`src/sv/sliding_median_spike_alert_defines.svh`:
```
// assertion macros used by the top-level asserting file
`ifndef SLIDING_MEDIAN_SPIKE_ALERT_DEFINES_SVH
`define SLIDING_MEDIAN_SPIKE_ALERT_DEFINES_SVH

// same-cycle implication, clocked on i_clk, quiet during reset
`define SMS_ASSERT_SAME(lbl, ante, cons, msg) \
    lbl: assert property (@(posedge i_clk) disable iff (!i_rst_n) (ante) |-> (cons)) \
        else $error(msg);

// next-cycle implication, clocked on i_clk, quiet during reset
`define SMS_ASSERT_NEXT(lbl, ante, cons, msg) \
    lbl: assert property (@(posedge i_clk) disable iff (!i_rst_n) (ante) |=> (cons)) \
        else $error(msg);

`endif

```
`src/sv/sms_pkg.sv`:
```
`timescale 1ns / 1ps

package sms_pkg;

    // window and sample sizing
    localparam int WINDOW_MAX  = 64;
    localparam int SAMPLE_BITS = 16;
    localparam int PTR_BITS    = $clog2(WINDOW_MAX);
    localparam int FILL_BITS   = $clog2(WINDOW_MAX + 1);
    localparam int LEN_BITS    = 7;
    localparam int DBL_BITS    = SAMPLE_BITS + 1;
    localparam int CNT_BITS    = 32;

    // register port sizing
    localparam int APB_DATA_BITS = 32;
    localparam int APB_ADDR_BITS = 3;
    localparam int REG_IDX_BITS  = APB_ADDR_BITS - 2;

    // register map
    localparam logic [REG_IDX_BITS-1:0] REG_WINDOW_LENGTH = REG_IDX_BITS'(0);

    // commands from the controller to the datapath
    typedef struct packed {
        logic capture;
        logic remove;
        logic insert;
    } t_cmd;

endpackage

```
`src/sv/sms_ctrl.sv`:
```
`timescale 1ns / 1ps

module sms_ctrl import sms_pkg::*; (
    input  logic i_clk,
    input  logic i_rst_n,
    input  logic i_in_valid,
    output logic o_in_ready,
    input  logic i_out_ready,
    output logic o_out_valid,
    output t_cmd o_cmd
);

    localparam logic [1:0] ST_IDLE   = 2'd0;
    localparam logic [1:0] ST_REMOVE = 2'd1;
    localparam logic [1:0] ST_INSERT = 2'd2;

    logic [1:0] r_state;
    logic [1:0] n_state;
    logic       r_out_valid;
    t_cmd       cmd;

    // sequencing: take word, drop oldest, insert and publish
    always_comb begin
        cmd     = '0;
        n_state = r_state;
        case (r_state)
            ST_IDLE: begin
                if (i_in_valid) begin
                    cmd.capture = 1'b1;
                    n_state     = ST_REMOVE;
                end
            end
            ST_REMOVE: begin
                cmd.remove = 1'b1;
                n_state    = ST_INSERT;
            end
            ST_INSERT: begin
                // wait until the result register is free
                if (!r_out_valid || i_out_ready) begin
                    cmd.insert = 1'b1;
                    n_state    = ST_IDLE;
                end
            end
            default: begin
                n_state = ST_IDLE;
            end
        endcase
    end

    // state and result valid flag
    always_ff @(posedge i_clk) begin
        if (!i_rst_n) begin
            r_state     <= ST_IDLE;
            r_out_valid <= 1'b0;
        end else begin
            r_state <= n_state;
            if (cmd.insert) begin
                r_out_valid <= 1'b1;
            end else if (i_out_ready) begin
                r_out_valid <= 1'b0;
            end
        end
    end

    assign o_in_ready  = (r_state == ST_IDLE);
    assign o_out_valid = r_out_valid;
    assign o_cmd       = cmd;

endmodule

```
`config.mk`:
```
export PLATFORM = sky130hd
export DESIGN_NAME = sms_ctrl
export DESIGN_NICKNAME = d
export VERILOG_FILES = /design/src/sv/sliding_median_spike_alert_defines.svh /design/src/sv/sms_pkg.sv /design/src/sv/sms_ctrl.sv
export SDC_FILE = /design/constraint.sdc
export NUM_CORES = 1
export LEC_CHECK = 0
export BUFFER_PORTS_ARGS = -buffer_cell sky130_fd_sc_hd__buf_4
export CAP_MARGIN = 20
export CORE_AREA = 8 8 45 47
export DETAILED_ROUTE_END_ITERATION = 8
export DIE_AREA = 0 0 53 55
export GPL_ROUTABILITY_DRIVEN = 0
export GPL_TIMING_DRIVEN = 0
export PLACE_DENSITY = 0.32
export SLEW_MARGIN = 10
export SYNTH_ARGS = -nofsm -noshare
export SYNTH_HDL_FRONTEND = slang
export SYNTH_SLANG_ARGS = --single-unit
export TNS_END_PERCENT = 10
```
`constraint.sdc`:
```
create_clock -name i_clk -period 0.95 [get_ports i_clk]
set_clock_uncertainty 0.1 [all_clocks]
set_input_delay 0.095 -clock i_clk [delete_from_list [all_inputs] [get_ports i_clk]]
set_output_delay 0.095 -clock i_clk [all_outputs]
set_load 0.005 [all_outputs]
```
==> results of run 1 <==
## cell type report
class | instances | area [µm²] | share of cell area (%)
multi-input combinational | 10 | 86.3 | 30.8
timing repair buffer | 10 | 81.3 | 29.0
sequential | 3 | 66.3 | 23.7
clock buffer | 4 | 26.3 | 9.37
tap | 16 | 20.0 | 7.14
## through the flow
stage	power [mW]	setup WS [ps]	area (µm²)	setup TNS, ps
6_report	0.425	-179	280	-703
5_1_grt	0.454	-228	280	-880
4_1_cts	0.436	-185	279	-737
3_5_place_dp	0.195	-30.6	219	-30.6
3_3_place_gp	0.195	-35.3	219	-35.3
2_1_floorplan	0.161	11.4	139	0
## logic make-up (layout without fill, tap and decap cells)
kind of cell | count (synthesis) | after routing | synth area share [%]
AO/OA/AOI/OAI | 2 | 2 | 10.8
buffers and inverters | 0 | 14 | 0
flip-flops | 3 | 3 | 43.2
AND/OR/NAND/NOR | 8 | 8 | 45.9
## worst min-delay path, delay by kind of cell
family	cells	cell delay (ps)
buffers and inverters	1	80
AND/OR/NAND/NOR	1	100
AO/OA/AOI/OAI	1	80
## timing repair
| item | CTS | global route |
|---|---|---|
| gates resized for setup | 5 | 1 |
| hold buffers | 1 | 0 |
| hold endpoints to repair | 2 | 0 |
| pin swaps | 1 | 0 |
| setup endpoints to repair | 5 | 6 |
| buffers inserted | 1 | 0 |
## final timing paths
| check | slack (ps) | startpoint | to | depth (start not counted) |
|---|---|---|---|---|
| max reg2reg | -70 | r_state[0] | r_state[1] | 3 |
| min reg2reg | 430 | o_out_valid | o_out_valid | 2 |
| max | -180 | r_state[0] | o_cmd[0] | 3 |
| min | 80 | i_out_ready | o_out_valid | 3 |
## cell usage after synthesis
library cell,instances
and4bb_1,1
nor2b_1,1
nand2b_1,2
and2b_4,1
nor3b_2,1
nor2_1,1
and2_1,1
dfxtp_1,3
a21boi_0,1
o21a_1,1
## metal layers
| layer | global-route usage (%) | wire, µm | vias up |
|---|---|---|---|
| met1 | 3.49 | 190 | 65 |
| li1 | - | - | 72 |
| met3 | 4.01 | 80 | 0 |
| met4 | 1.29 | 0 | 0 |
| met2 | 3.52 | 150 | 10 |
| met5 | 0 | 0 | - |
## placed cells by master, fill, tap and decap left out, drive strengths merged
cell type / Yosys / routed
buf: 0 / 9
clkbuf: 0 / 4
dfxtp: 3 / 3
nand2b: 2 / 2
and2b: 1 / 1
nor2: 1 / 1
nor2b: 1 / 1
nor3b: 1 / 1
a21boi: 1 / 1
and2: 1 / 1
and4bb: 1 / 1
o21a: 1 / 1
dlygate4sd3: 0 / 1
## power breakdown
group          leakage [nW]  switching (mW)  internal, mW
Clock                0.0150          0.0636         0.157
Combinational        0.0823          0.0182        0.0463
Sequential           0.0261         0.00804         0.132
## state kept, by name, summed over array words and instances, names as in the netlist
name / flops
o_out_valid: 1
r_state: 2
==> out/results.txt, run 1 <==
delay-heaviest family, CP: flip-flops
post-synthesis sequential area ratio: 43.2%
Syn Inst Count: 13
# placed instances: 37
Initial Util: 10.0%
crit path DAT: 930 ps
Die W: 53 µm
die footprint: 2920 µm²
Synth Register Bits: 3
slowest cell delay on critical path: 330 ps
Buffers on Ports: 8
# setup viols final: 5
top achievable clock speed: 0.886 GHz
# H-tree levels: 1
# diodes: 0
DR WL/cell: 9.79 µm
initial DRC count: 1
pwr dens: 1520 nW/µm²
Crit. End Element: output pin
post-route antenna net violation count: 0
failing checks: setup timing
Inserted Clock Buffers: 3
buffer type at the clock tree root: clkbuf_4
Rows: 14
global route overflow: 0
core area: 1380 µm²
required time of the critical path: 750 ps
Final Hold Vio Count: 0
Peak VDD IR: 0.783 mV
Worst-path clk slew: 40 ps
CTS sink count: 3
DRC viols: 0
RSZ-0062 raised after global routing: yes
largest cells by area after synthesis: dfxtp_1 43%, and4bb_1 9.0%, nand2b_1 9.0%
CTS tree: yes
syn avg cell area: 10.7 µm²
number of antenna violations at the first check in global routing: 0
hold_ws: 76.9 ps
status: finished with violations
Synth cell types: 10
Fill cells: 152
Slew HR: 89.2%
final period utilization: 119%
clk_lat worst skew: 230 ps
pin count of the biggest net entering global routing: 6
Synth Net Count: 17
DRT Pass-1 Iters: 2
P&R area growth vs syn: 102%
post-route minimum period: 1130 ps
synthesized area: 139 µm²
worst slew pin tran: 161 ps
first-pass GRT wire length: 634 µm
Max Cap Viol: 0
total routed wirelength: 421 µm
Leak: 0.123 nW
Yosys Warn Count: 0
I/O pin count: 9
layout cells sized above 1: 66.7%
crit-path cells: nand2b_4 -> nor2b_1 -> buf_4
Longest Clk Path Bufs: 2
critical path fanouts, max: 4
vias: 147
vias per cell: 3.42
post-synth top area share: 43.2%
vias in the first global route: 148
Crit-path slowest cell: dfxtp_2
Die Ht: 55 µm
GR Util All Layers: 3.22%
Worst Hold Class: input pin to flop
Pins Over Slew Limit: 0
crit start category: flop
final core occ: 20.3%
fin cells: 43
fin nets: 32
post-synth top area cell: dfxtp_1
Worst Path Buf+Inv: 1
critical path class: flop to output pin
final worst setup slack: -179 ps
No activity file was read; power rests on OpenSTA's default activity.
==> inputs of run 2 (changes only) <==
--- a/config.mk
+++ b/config.mk
@@ -12,6 +12,7 @@
 export DIE_AREA = 0 0 53 55
 export GPL_ROUTABILITY_DRIVEN = 0
 export GPL_TIMING_DRIVEN = 0
+export MAX_ROUTING_LAYER = met4
 export PLACE_DENSITY = 0.32
 export SLEW_MARGIN = 10
 export SYNTH_ARGS = -nofsm -noshare
==> constraint.sdc (replaced) <==
create_clock -name i_clk -period 0.95 [get_ports i_clk]
set_clock_uncertainty 0.1 [all_clocks]
set_input_delay 0.1425 -clock i_clk [delete_from_list [all_inputs] [get_ports i_clk]]
set_output_delay 0.1425 -clock i_clk [all_outputs]
set_load 0.005 [all_outputs]
==> out/results.txt, run 2 (same netlist as run 1, synthesis figures left out) <==
hold_ws: 31.2 ps
final worst setup slack: -220 ps
Crit. End Element: output pin
most flop-heavy register: r_state
Pins Over Slew Limit: 0
GR Util All Layers: 3.32%
Inserted Clock Buffers: 3
reg2reg start: r_state[0]
global route overflow: 0
vias in the first global route: 148
CTS sink count: 3
Met1 Routed Length: 199 µm
required time of the critical path: 710 ps
DRT Pass-1 Iters: 2
fin nets: 31
Rows: 14
Final Hold Vio Count: 0
Top Metal Used: met3
die footprint: 2920 µm²
# setup viols final: 5
buffer type at the clock tree root: clkbuf_4
Die Ht: 55 µm
Worst-path clk slew: 40 ps
DR WL met3: 61 µm
CTS tree: yes
Fill cells: 156
top achievable clock speed: 0.855 GHz
critical path fanouts, max: 4
core area: 1380 µm²
r2r setup slk: -70 ps
DRC viols: 0
post-route minimum period: 1170 ps
P&R area growth vs syn: 97.3%
vias: 145
Die W: 53 µm
DR WL/cell: 9.71 µm
Placement Cell Area: 219 µm²
Slew HR: 89.2%
design area: 274 µm²
crit start category: flop
I/O pin count: 9
number of antenna violations at the first check in global routing: 0
Peak VDD IR: 0.785 mV
final core occ: 19.8%
Largest register FFs: 2
# H-tree levels: 1
min-delay src: i_rst_n
total routed wirelength: 408 µm
status: finished with violations
# diodes: 0
commonest non-fill, non-tap cell in the layout: buf_4
critical path class: flop to output pin
Worst Hold Class: input pin to flop
initial DRC count: 2
crit path DAT: 930 ps
failing checks: setup timing
Leak: 0.120 nW
Max Cap Viol: 0
Longest Clk Path Bufs: 2
worst slew pin tran: 161 ps
clk_lat worst skew: 230 ps
Buffers on Ports: 8
most frequent cells in the layout: 7 x buf_4, 3 x clkbuf_4, 2 x dfxtp_2, 2 x buf_6
Setup crit start: r_state[0]
pwr dens: 1540 nW/µm²
wire length on met2: 147 µm
post-route antenna net violation count: 0
Initial Util: 10.0%
first-pass GRT wire length: 634 µm
final period utilization: 123%
pin count of the biggest net entering global routing: 6
RSZ-0062 raised after global routing: yes
layout cells sized above 1: 69.2%
vias per cell: 3.45
[run 2: cell count changes in the layout (fill, tap and decap cells not counted), sizes merged]
cell	change
dlygate4sd3	-1
[run 2: final timing paths]
| check | to | cells after the start |
|---|---|---|
| hold / removal | r_state[1] | 2 |
| hold reg to reg | o_out_valid | 2 |
| setup / recovery | o_cmd[0] | 3 |
| setup reg to reg | r_state[1] | 3 |
[run 2: area by class of cell]
class / instances / area [µm²] / share of cell area (%)
well taps: 16 / 20.0 / 7.31
flip-flops and latches: 3 / 66.3 / 24.2
repair buffers: 9 / 75.1 / 27.4
multi-input cells: 10 / 86.3 / 31.5
clock buffers: 4 / 26.3 / 9.59
[run 2: power breakdown]
part / switching [mW] / leakage [nW] / total [mW] / internal (mW)
combinational: 0.0176 / 0.0789 / 0.0620 / 0.0445
sequential: 0.00822 / 0.0261 / 0.140 / 0.132
clock: 0.0635 / 0.0150 / 0.221 / 0.157
[run 2: metrics by stage]
step / power, mW / TNS, ps / cells / setup slack (ps)
6_report: 0.423 / -888 / 42 / -220
3_3_place_gp: 0.195 / -79.0 / 37 / -35.3
2_1_floorplan: 0.161 / 0 / 13 / 11.4
3_5_place_dp: 0.195 / -76.2 / 37 / -32.7
4_1_cts: 0.433 / -927 / 42 / -233
5_1_grt: 0.451 / -1060 / 42 / -266
[run 2: worst max-delay path, stage by stage, from the launching register on]
cell	delay, ps
dfxtp_2	330
nand2b_4	140
nor2b_1	110
buf_4	120
[run 2: timing repair]
item                                    CTS  global route
pin swaps                                 1             0
hold buffers                              0             0
gates resized for setup                   6             1
buffers inserted                          1             0
endpoints found under the setup margin    6             6
[run 2: per-layer routing]
metal	track usage, %	vias up
met5	-	-
met4	1.29	0
met3	3.48	0
met2	3.52	10
met1	3.79	65
li1	-	70
